### src/hw/rtl/rltc_pkg.sv
// Shared types and codes for the redo log transaction controller.
package rltc_pkg;

  // Controller states.
  typedef enum logic [2:0] {
    ST_IDLE,
    ST_SEARCH,
    ST_COPY_LOG,
    ST_HDR_COMMIT,
    ST_INSTALL,
    ST_HDR_CLEAR
  } state_t;

  // Command codes carried on the input word.
  localparam logic [1:0] CMD_BEGIN = 2'd0;
  localparam logic [1:0] CMD_END   = 2'd1;
  localparam logic [1:0] CMD_WRITE = 2'd2;

  // Action codes of a result word.
  localparam logic [1:0] ACT_STATUS = 2'd0;
  localparam logic [1:0] ACT_COPY   = 2'd1;
  localparam logic [1:0] ACT_HEADER = 2'd2;

  // Status codes of a result word.
  localparam logic [3:0] STS_GRANTED   = 4'd0;
  localparam logic [3:0] STS_WAIT      = 4'd1;
  localparam logic [3:0] STS_APPENDED  = 4'd2;
  localparam logic [3:0] STS_ABSORBED  = 4'd3;
  localparam logic [3:0] STS_ENDED     = 4'd4;
  localparam logic [3:0] STS_COMMITTED = 4'd5;
  localparam logic [3:0] STS_FULL      = 4'd6;
  localparam logic [3:0] STS_OUTSIDE   = 4'd7;
  localparam logic [3:0] STS_UNMATCHED = 4'd8;

  // Configuration register indexes.
  localparam logic [1:0] CFG_LOG_START = 2'd0;
  localparam logic [1:0] CFG_LOG_AREA  = 2'd1;
  localparam logic [1:0] CFG_BLK_PER_OP = 2'd2;

  // Fixed field widths.
  localparam int BLK_W    = 32;
  localparam int AREA_W   = 16;
  localparam int BPO_W    = 5;
  localparam int OPS_W    = 6;
  localparam int HCOUNT_W = 5;

  localparam logic [OPS_W-1:0] MAX_OUTSTANDING = 6'd63;

endpackage

### src/hw/rtl/redo_log_transaction_controller_unit.sv
// Redo log transaction controller: begin/end bracketing, block table and commit sequencer.
// Begin, end and rejected writes register their result word in the cycle after acceptance
// (an end that starts a commit gives copy words instead); a log write searches the table one
// entry per cycle while the output is free. One input word is in flight; the next is taken
// only once the controller is back in idle and the output register is free.
// Reset (rst_n low, synchronous) clears counts, state, output valid and loads the defaults.
module redo_log_transaction_controller_unit #(
  parameter int LOG_ENTRIES = 30
) (
  input  logic        clk,
  input  logic        rst_n,
  // Input stream.
  input  logic        in_tvalid,
  output logic        in_tready,
  input  logic [31:0] in_tdata,   // [31:0] block_number
  input  logic [1:0]  in_tuser,   // [1:0] command
  // Result stream.
  output logic        out_tvalid,
  input  logic        out_tready,
  output logic [79:0] out_tdata,  // [31:0] source_block, [63:32] dest_block,
                                  // [68:64] header_count, [72:69] status, rest zero
  output logic [1:0]  out_tuser,  // [1:0] action
  output logic        out_tlast,  // last
  // Configuration write channel.
  input  logic        cfg_valid,
  output logic        cfg_ready,
  input  logic [1:0]  cfg_index,
  input  logic [31:0] cfg_data
);

  // Table address width and count width follow from the table depth.
  localparam int AW = (LOG_ENTRIES > 1) ? $clog2(LOG_ENTRIES) : 1;
  localparam int CW = $clog2(LOG_ENTRIES + 1);
  localparam logic [CW-1:0] ENTRIES_C = CW'(LOG_ENTRIES);

  // Configuration registers.
  logic [rltc_pkg::BLK_W-1:0]  log_start_r;
  logic [rltc_pkg::AREA_W-1:0] log_area_r;
  logic [rltc_pkg::BPO_W-1:0]  bpo_r;

  // Control state.
  rltc_pkg::state_t            state_r, state_nxt;
  logic [CW-1:0]               count_r, count_nxt;
  logic [rltc_pkg::OPS_W-1:0]  ops_r, ops_nxt;
  logic [CW-1:0]               idx_r, idx_nxt;
  logic                        out_valid_r, out_valid_nxt;

  // Block number of a log write under search.
  logic [rltc_pkg::BLK_W-1:0]  blk_r, blk_nxt;

  // Output payload registers.
  logic [1:0]                  out_action_r;
  logic [rltc_pkg::BLK_W-1:0]  out_src_r;
  logic [rltc_pkg::BLK_W-1:0]  out_dst_r;
  logic [rltc_pkg::HCOUNT_W-1:0] out_hcnt_r;
  logic [3:0]                  out_status_r;
  logic                        out_last_r;

  // Block table: one write port, one registered read port.
  logic [rltc_pkg::BLK_W-1:0]  mem [LOG_ENTRIES];
  logic [rltc_pkg::BLK_W-1:0]  rd_data_r;
  logic [AW-1:0]               rd_addr;
  logic                        mem_we;
  logic [AW-1:0]               mem_waddr;
  logic [rltc_pkg::BLK_W-1:0]  mem_wdata;

  // Result word being produced this cycle.
  logic                        emit;
  logic [1:0]                  e_action;
  logic [rltc_pkg::BLK_W-1:0]  e_src;
  logic [rltc_pkg::BLK_W-1:0]  e_dst;
  logic [rltc_pkg::HCOUNT_W-1:0] e_hcnt;
  logic [3:0]                  e_status;
  logic                        e_last;

  logic                        out_free;
  logic                        in_acc;
  logic                        table_full;
  logic                        last_entry;
  logic [12:0]                 need;
  logic [rltc_pkg::BLK_W-1:0]  slot_blk;

  assign cfg_ready = 1'b1;
  assign out_free  = !out_valid_r || out_tready;
  assign in_tready = (state_r == rltc_pkg::ST_IDLE) && out_free;
  assign in_acc    = in_tvalid && in_tready;

  // Room check for a log write: table depth and the log area, header included.
  assign table_full = (count_r >= ENTRIES_C) ||
                      ((17'(count_r) + 17'd1) >= {1'b0, log_area_r});
  // Reservation for a begin: logged blocks plus one share per outstanding operation.
  assign need = 13'(count_r) + 13'(7'({1'b0, ops_r} + 7'd1)) * 13'(bpo_r);
  assign last_entry = (({1'b0, idx_r} + 1'b1) == {1'b0, count_r});
  // Log slot of the entry currently read.
  assign slot_blk = log_start_r + 32'd1 + 32'(idx_r);

  // The read address follows the next index, so rd_data_r always holds the table
  // word for idx_r, also while the output stalls.
  assign rd_addr = idx_nxt[AW-1:0];

  always_comb begin
    state_nxt = state_r;
    count_nxt = count_r;
    ops_nxt   = ops_r;
    idx_nxt   = idx_r;
    blk_nxt   = blk_r;
    mem_we    = 1'b0;
    mem_waddr = count_r[AW-1:0];
    mem_wdata = blk_r;
    emit      = 1'b0;
    e_action  = rltc_pkg::ACT_STATUS;
    e_src     = '0;
    e_dst     = '0;
    e_hcnt    = '0;
    e_status  = rltc_pkg::STS_GRANTED;
    e_last    = 1'b1;
    case (state_r)
      rltc_pkg::ST_IDLE: begin
        if (in_acc) begin
          case (in_tuser)
            rltc_pkg::CMD_BEGIN: begin
              emit = 1'b1;
              if (ops_r == rltc_pkg::MAX_OUTSTANDING || need > 13'(LOG_ENTRIES)) begin
                e_status = rltc_pkg::STS_WAIT;
              end else begin
                e_status = rltc_pkg::STS_GRANTED;
                ops_nxt  = ops_r + 1'b1;
              end
            end
            rltc_pkg::CMD_END: begin
              if (ops_r == '0) begin
                emit     = 1'b1;
                e_status = rltc_pkg::STS_UNMATCHED;
              end else begin
                ops_nxt = ops_r - 1'b1;
                if (ops_r != 6'd1 || count_r == '0) begin
                  emit     = 1'b1;
                  e_status = rltc_pkg::STS_ENDED;
                end else begin
                  idx_nxt   = '0;
                  state_nxt = rltc_pkg::ST_COPY_LOG;
                end
              end
            end
            rltc_pkg::CMD_WRITE: begin
              if (table_full) begin
                emit     = 1'b1;
                e_status = rltc_pkg::STS_FULL;
              end else if (ops_r == '0) begin
                emit     = 1'b1;
                e_status = rltc_pkg::STS_OUTSIDE;
              end else if (count_r == '0) begin
                // Empty table: nothing to absorb, append at once.
                mem_we    = 1'b1;
                mem_wdata = in_tdata;
                count_nxt = count_r + 1'b1;
                emit      = 1'b1;
                e_status  = rltc_pkg::STS_APPENDED;
              end else begin
                blk_nxt   = in_tdata;
                idx_nxt   = '0;
                state_nxt = rltc_pkg::ST_SEARCH;
              end
            end
            default: begin
              // Unknown command: dropped without a result.
            end
          endcase
        end
      end
      rltc_pkg::ST_SEARCH: begin
        if (out_free) begin
          if (rd_data_r == blk_r) begin
            emit      = 1'b1;
            e_status  = rltc_pkg::STS_ABSORBED;
            state_nxt = rltc_pkg::ST_IDLE;
          end else if (last_entry) begin
            mem_we    = 1'b1;
            count_nxt = count_r + 1'b1;
            emit      = 1'b1;
            e_status  = rltc_pkg::STS_APPENDED;
            state_nxt = rltc_pkg::ST_IDLE;
          end else begin
            idx_nxt = idx_r + 1'b1;
          end
        end
      end
      rltc_pkg::ST_COPY_LOG: begin
        if (out_free) begin
          emit     = 1'b1;
          e_action = rltc_pkg::ACT_COPY;
          e_src    = rd_data_r;
          e_dst    = slot_blk;
          e_status = rltc_pkg::STS_COMMITTED;
          e_last   = 1'b0;
          if (last_entry) begin
            state_nxt = rltc_pkg::ST_HDR_COMMIT;
          end else begin
            idx_nxt = idx_r + 1'b1;
          end
        end
      end
      rltc_pkg::ST_HDR_COMMIT: begin
        if (out_free) begin
          emit      = 1'b1;
          e_action  = rltc_pkg::ACT_HEADER;
          e_dst     = log_start_r;
          e_hcnt    = rltc_pkg::HCOUNT_W'(count_r);
          e_status  = rltc_pkg::STS_COMMITTED;
          e_last    = 1'b0;
          idx_nxt   = '0;
          state_nxt = rltc_pkg::ST_INSTALL;
        end
      end
      rltc_pkg::ST_INSTALL: begin
        if (out_free) begin
          emit     = 1'b1;
          e_action = rltc_pkg::ACT_COPY;
          e_src    = slot_blk;
          e_dst    = rd_data_r;
          e_status = rltc_pkg::STS_COMMITTED;
          e_last   = 1'b0;
          if (last_entry) begin
            state_nxt = rltc_pkg::ST_HDR_CLEAR;
          end else begin
            idx_nxt = idx_r + 1'b1;
          end
        end
      end
      rltc_pkg::ST_HDR_CLEAR: begin
        if (out_free) begin
          emit      = 1'b1;
          e_action  = rltc_pkg::ACT_HEADER;
          e_dst     = log_start_r;
          e_status  = rltc_pkg::STS_COMMITTED;
          e_last    = 1'b1;
          count_nxt = '0;
          state_nxt = rltc_pkg::ST_IDLE;
        end
      end
      default: begin
        state_nxt = rltc_pkg::ST_IDLE;
      end
    endcase
    out_valid_nxt = out_free ? emit : out_valid_r;
  end

  // Control registers and configuration.
  always_ff @(posedge clk) begin
    if (!rst_n) begin
      state_r     <= rltc_pkg::ST_IDLE;
      count_r     <= '0;
      ops_r       <= '0;
      idx_r       <= '0;
      out_valid_r <= 1'b0;
      log_start_r <= 32'd2;
      log_area_r  <= 16'd30;
      bpo_r       <= 5'd10;
    end else begin
      state_r     <= state_nxt;
      count_r     <= count_nxt;
      ops_r       <= ops_nxt;
      idx_r       <= idx_nxt;
      out_valid_r <= out_valid_nxt;
      if (cfg_valid && cfg_ready) begin
        case (cfg_index)
          rltc_pkg::CFG_LOG_START:  log_start_r <= cfg_data;
          rltc_pkg::CFG_LOG_AREA:   log_area_r  <= cfg_data[rltc_pkg::AREA_W-1:0];
          rltc_pkg::CFG_BLK_PER_OP: bpo_r       <= cfg_data[rltc_pkg::BPO_W-1:0];
          default: begin
          end
        endcase
      end
    end
  end

  // Payload registers.
  always_ff @(posedge clk) begin
    blk_r <= blk_nxt;
    if (out_free && emit) begin
      out_action_r <= e_action;
      out_src_r    <= e_src;
      out_dst_r    <= e_dst;
      out_hcnt_r   <= e_hcnt;
      out_status_r <= e_status;
      out_last_r   <= e_last;
    end
  end

  // Block table.
  always_ff @(posedge clk) begin
    rd_data_r <= mem[rd_addr];
    if (mem_we) begin
      mem[mem_waddr] <= mem_wdata;
    end
  end

  assign out_tvalid = out_valid_r;
  assign out_tdata  = {7'd0, out_status_r, out_hcnt_r, out_dst_r, out_src_r};
  assign out_tuser  = out_action_r;
  assign out_tlast  = out_last_r;

endmodule
### config.mk
export PLATFORM = sky130hd
export DESIGN_NAME = redo_log_transaction_controller_unit
export DESIGN_NICKNAME = d
export VERILOG_FILES = /design/src/hw/rtl/rltc_pkg.sv /design/src/hw/rtl/redo_log_transaction_controller_unit.sv
export SDC_FILE = /design/constraint.sdc
export NUM_CORES = 2
export LEC_CHECK = 0
export ABC_CLOCK_PERIOD_IN_PS = 20900
export BUFFER_PORTS_ARGS = -buffer_cell sky130_fd_sc_hd__buf_4
export CAP_MARGIN = 20
export CORE_AREA = 5 5 321 291
export CTS_CLUSTER_SIZE = 14
export DETAILED_ROUTE_END_ITERATION = 8
export DIE_AREA = 0 0 326 296
export PLACE_DENSITY_LB_ADDON = 0.2
export SYNTH_ARGS = -nofsm -noshare
export SYNTH_HDL_FRONTEND = slang
export SYNTH_SLANG_ARGS = --single-unit
### constraint.sdc
create_clock -name clk -period 20.9 [get_ports clk]
set_clock_uncertainty 0.1 [all_clocks]
set_input_delay 5.225 -clock clk [delete_from_list [all_inputs] [get_ports clk]]
set_output_delay 5.225 -clock clk [all_outputs]
set_load 0.02 [all_outputs]
# Yosys cells after proc, flatten, opt, wreduce, memory -nomap -nowiden
# Memories as Yosys holds them, arrays and structs flattened. A register that Yosys moved wholly into a read port is not among the register bits.
# Cells that the tools add are included.
dict set report word_totals {
  register_bits 181
  ramBits 960
  inputBits 73
  memories 1
}
# memory words width read_ports rd_clocked_by_memory_dff write_ports line_no
set mem_list {}
lappend mem_list {mem 30 32 1 1 1 redo_log_transaction_controller_unit.sv:60} ;# logic [rltc_pkg::BLK_W-1:0] mem [LOG_ENTRIES];
dict set report op_classes {
  addsub 10
  n_mul 1
  magnitude_cmp 3
  n_eq_ne 36
  n_mux 92
  n_bitwise 3
  reduce_logical 27
}
# cell n
set op_table {}
lappend op_table {{32-bit two-way mux} 9}
lappend op_table {{5-bit two-way mux} 20}
lappend op_table {{32-bit case mux with 3 select lines} 1}
lappend op_table {{32-bit case mux with 2 select lines} 1}
lappend op_table {{3-bit two-way mux} 19}
lappend op_table {{32-bit by 1-bit adder with 32-bit output (second input constant)} 1}
lappend op_table {{32-bit by 5-bit adder with 32-bit output} 1}
lappend op_table {{32-bit == test} 1}
lappend op_table {{2-bit != test (second input constant)} 14}
lappend op_table {{4-bit case mux with 3 select lines} 2}
lappend op_table {{1-bit two-way mux} 21}
lappend op_table {{5-bit case mux with 4 select lines} 1}
lappend op_table {{3-bit != test (second input constant)} 6}
lappend op_table {{3-bit case mux with 6 select lines} 1}
lappend op_table {{6-bit by 16-bit >= comparator with 1-bit output} 1}
lappend op_table {{5-bit case mux with 3 select lines} 1}
lappend op_table {{15-bit AND reduction} 1}
lappend op_table {{5-bit by 12-bit adder with 13-bit output} 1}
lappend op_table {{13-bit by 5-bit greater-than comparator with 1-bit output (second input constant)} 1}
lappend op_table {{5-bit by 1-bit adder with 6-bit output (second input constant)} 2}
lappend op_table {{7-bit by 5-bit multiplier with 12-bit output} 1}
lappend op_table {{6-bit two-way mux} 2}
lappend op_table {{6-bit case mux with 2 select lines} 1}
lappend op_table {{5-bit by 1-bit adder with 5-bit output (second input constant)} 2}
lappend op_table {{38 further kinds} 61}

# Logic depth before layout (Yosys ltp)
dict set report logic_depth {
  depth_word 9
  depth_mapped 20
  mapped_depth_nobuf 19
}

# Worst setup path after synthesis
# Ideal clock, no wire load.
dict set report synth_timing {
  kind {input to output}
  from {input port out_tready}
  to {output port in_tready}
  arrival_ns 6.201
  setup_slack_ns 9.374
  cell_stages 5
  path_cell_list {nor2b_1 > buf_2 > clkbuf_1 > clkbuf_1 > nor2_1}
}
dict set report synth_via {
  elab_chain_len 2
}
# item line_no
set synth_lines {}
lappend synth_lines {{start: declaration} redo_log_transaction_controller_unit.sv:19} ;# input logic out_tready,
lappend synth_lines {{1-bit logical OR} redo_log_transaction_controller_unit.sv:84} ;# assign out_free = !out_valid_r || out_tready;
lappend synth_lines {{1-bit logical AND} redo_log_transaction_controller_unit.sv:85} ;# assign in_tready = (state_r == rltc_pkg::ST_IDLE) && out_free;
lappend synth_lines {{end: declaration} redo_log_transaction_controller_unit.sv:14} ;# output logic in_tready,
# Every way passes these cells.

# Worst setup path in the final report
# Same ends and word-level chain as after synthesis.

==> metrics.txt <==
number of global-route vias before repair=30600; Synth top area share=65.6%; hold path cells=2; final net count=3931; routed vias=32300; final WL=136 mm; critical path fanouts, max=2; DR top layer=met4; Cells after DPL=4839; CORE AREA=89300 µm²; cts bufs inserted=114; Max Clock Freq=0.0910 GHz; Top FF cell, synth=edfxtp_1; count of hold-fix buffers inserted at cts=0; Unique masters post-synth=70; Die Wd=326 µm; leakage=19.0 nW; syn_area_per_cell=13.1 µm²; IO Port Bufs=150; drc violations=0; via density per instance=6.38; # Post-CTS Setup Buffers=0; metal2 WL=61.8 mm; initial antenna violation count=2; first-pass GRT wire length=200 mm; WP data required=15.58 ns; CTS H-tree depth=3; ys async rst share=0%; metal3 WL=15.1 mm; layout cells sized above 1=12.3%; Clock Latency Late Sink=0.70 ns; post-route ant nets=0; Filler cells=6710; CTS tree=built; GRT overflow=0; Worst setup SP type=input pin; largest net degree at the start of global routing=177; DR iter-0 viols=3963; DRT met1 WL=54.8 mm; clock slew at reported path FFs=0.06 ns; Clk Tree Root Cell=clkbuf_16; dpl hpwl=74.4 mm; GRT Util Overall=27.6%; crit end category=output port; max cap viols=0; post-place setup slack=9.92 ns; peak supply drop=0.176 mV; WL/cell=26.8 µm; Yosys reg bits=1173; Clock Tree Buf Depth=3; Hold Fails Final Rpt=0; PostCTS Resize Cnt=0; Post-Layout Cell Count=5059; worst-margin pin slew=1.19 ns; Post-Syn Area=48900 µm²; Synth area leader=edfxtp_1; status=finished, final reports clean; Post-Route Setup TNS=0 ns; Power Total=6.82 mW; Mapped Cells=3724; post-synthesis sequential area ratio=69.9%; critical path arrival=5.66 ns; worst rel slew slack=20.7%; PwrDens=124 nW/µm²; final setup fails=0; fin worst setup slack=9.91 ns; crit share post-route=52.6%; clk sink count=1173; fin crit period=10.99 ns; reg2reg path depth=17; Yosys Warn Count=0; Slew Viols, Final=0; area grow syn2layout=12.1%; Die Ht=296 µm; Die ar.=96500 µm²; gp weighted congestion=0.898; Initial Util=54.8%; critical path class=input pin to output port; RSZ-0062 raised after global routing=no; Worst Hold Class=register to register; First-pass DRT Iterations=6; Post-synth EDFFs=1068; ranking of synthesized cells by area=edfxtp_1 (66%), nand2_1 (5.2%), dfxtp_1 (4.3%); I/O pins=159; site row count=104
==> kinds of logic after synthesis <==
kind of cell | count (synthesis) | synth area share, %
adder cells (fa/ha/maj) | 69 | 2.09
buffers and inverters | 342 | 3.11
AO/OA/AOI/OAI | 814 | 11.2
XOR/XNOR | 83 | 1.52
flip-flops | 1173 | 69.9
other | 2 | 0.0154
AND/OR/NAND/NOR | 1198 | 11.2
multiplexers | 43 | 0.962
==> sequential cells by signal, summed over array words and instances, names as in the netlist <==
register and count:
blk_r 32, mem 960, out_src_r 32, out_hcnt_r 5, ops_r 6, out_status_r 4
out_tlast 1, log_start_r 32, out_tuser 2, log_area_r 16, bpo_r 5, state_r 3
count_r 5, out_tvalid 1, rd_data_r 32, idx_r 5, out_dst_r 32
==> Yosys cell counts, types with 3 or more instances <==
| cell | number |
|---|---|
| o21a_1 | 3 |
| dfxtp_1 | 105 |
| a221o_1 | 3 |
| nor2b_1 | 20 |
| nor2_1 | 99 |
| buf_2 | 93 |
| nand2_1 | 680 |
| and2_1 | 27 |
| mux2i_1 | 11 |
| o31ai_1 | 6 |
| a222oi_1 | 15 |
| a22oi_1 | 16 |
| and3_1 | 201 |
| a211oi_1 | 195 |
| a21oi_1 | 19 |
| nor3_1 | 45 |
| fa_1 | 21 |
| a31oi_1 | 252 |
| a22o_1 | 20 |
| buf_1 | 5 |
| a21o_1 | 4 |
| mux2_2 | 32 |
| nand3_1 | 32 |
| edfxtp_1 | 1068 |
| nand4_1 | 13 |
| o211ai_1 | 9 |
| a21boi_0 | 52 |
| o21ai_0 | 103 |
| inv_1 | 67 |
| buf_6 | 4 |
| o22ai_1 | 96 |
| ha_1 | 48 |
| nand2b_1 | 9 |
| xnor2_1 | 27 |
| clkbuf_1 | 147 |
| buf_4 | 24 |
| nand3b_1 | 6 |
| xor2_1 | 55 |
| nor4_1 | 51 |
==> metrics by stage <==
stage / area (µm²) / hold slack, ns / utilization, %
detailed placement: 51100 / 0.364 / 57.2
global route: 54800 / 0.400 / 61.4
finish: 54800 / 0.370 / 61.4
floorplan: 48900 / 0.343 / -
global placement: 51100 / 0.354 / 57.2
CTS: 54800 / 0.374 / 61.4
==> placed cells by master (no fill, tap or decap), types with 20 or more instances in the layout <==
master	netlist	routed
nand2_1	680	677
nand3_1	32	31
edfxtp_1	1068	1068
nor2_4	0	31
buf_4	24	215
and3_1	201	201
xnor2_1	27	27
a21boi_0	52	52
a31oi_1	252	252
a22o_1	20	20
dfxtp_1	105	105
a211oi_1	195	195
clkbuf_1	147	33
mux2_2	32	32
o22ai_1	96	96
and2_1	27	25
fa_1	21	21
nor4_1	51	51
nor3_1	45	44
ha_1	48	48
clkbuf_16	0	114
inv_1	67	67
nor2_1	99	65
xor2_1	55	55
o21ai_0	103	103
==> power breakdown <==
part	total [mW]	switching, mW	internal (mW)	leakage (nW)
registers	2.83	0.142	2.69	10.5
clock network	2.03	0.876	1.16	1.81
logic	1.96	1.33	0.633	6.63
==> per-layer routing <==
metal | global-route usage, % | vias up
met5 | 0 | -
met2 | 43.8 | 1785
met1 | 39.9 | 16000
met4 | 7.81 | 0
met3 | 5.12 | 240
li1 | - | 14200
==> worst max-delay path, stage by stage <==
cell     delay, ns
buf_4         0.12
nor2b_4       0.11
nor2_1        0.05
buf_4         0.15
==> final timing paths <==
path / from / end / slack (ns)
min reg2reg: log_area_r[8]$_SDFFE_PN0P_ / log_area_r[8]$_SDFFE_PN0P_ / 0.37
min: log_area_r[8]$_SDFFE_PN0P_ / log_area_r[8]$_SDFFE_PN0P_ / 0.37
max: out_tready / in_tready / 9.91
max reg2reg: count_r[2]$_SDFFE_PN0P_ / rd_data_r[9]$_DFF_P_ / 13.84
==> cell type report <==
cell class	instances	area [µm²]	area share (%)
multi-input cells	2215	13600	24.7
well taps	1166	1460	2.66
flip-flops and latches	1173	34200	62.3
repair buffers	216	1630	2.98
inverters	69	259	0.473
clock buffers	156	3100	5.66
clock inverters	60	613	1.12
diodes	4	10.0	0.0183
Note: power is estimated with default switching activity, not from simulation.
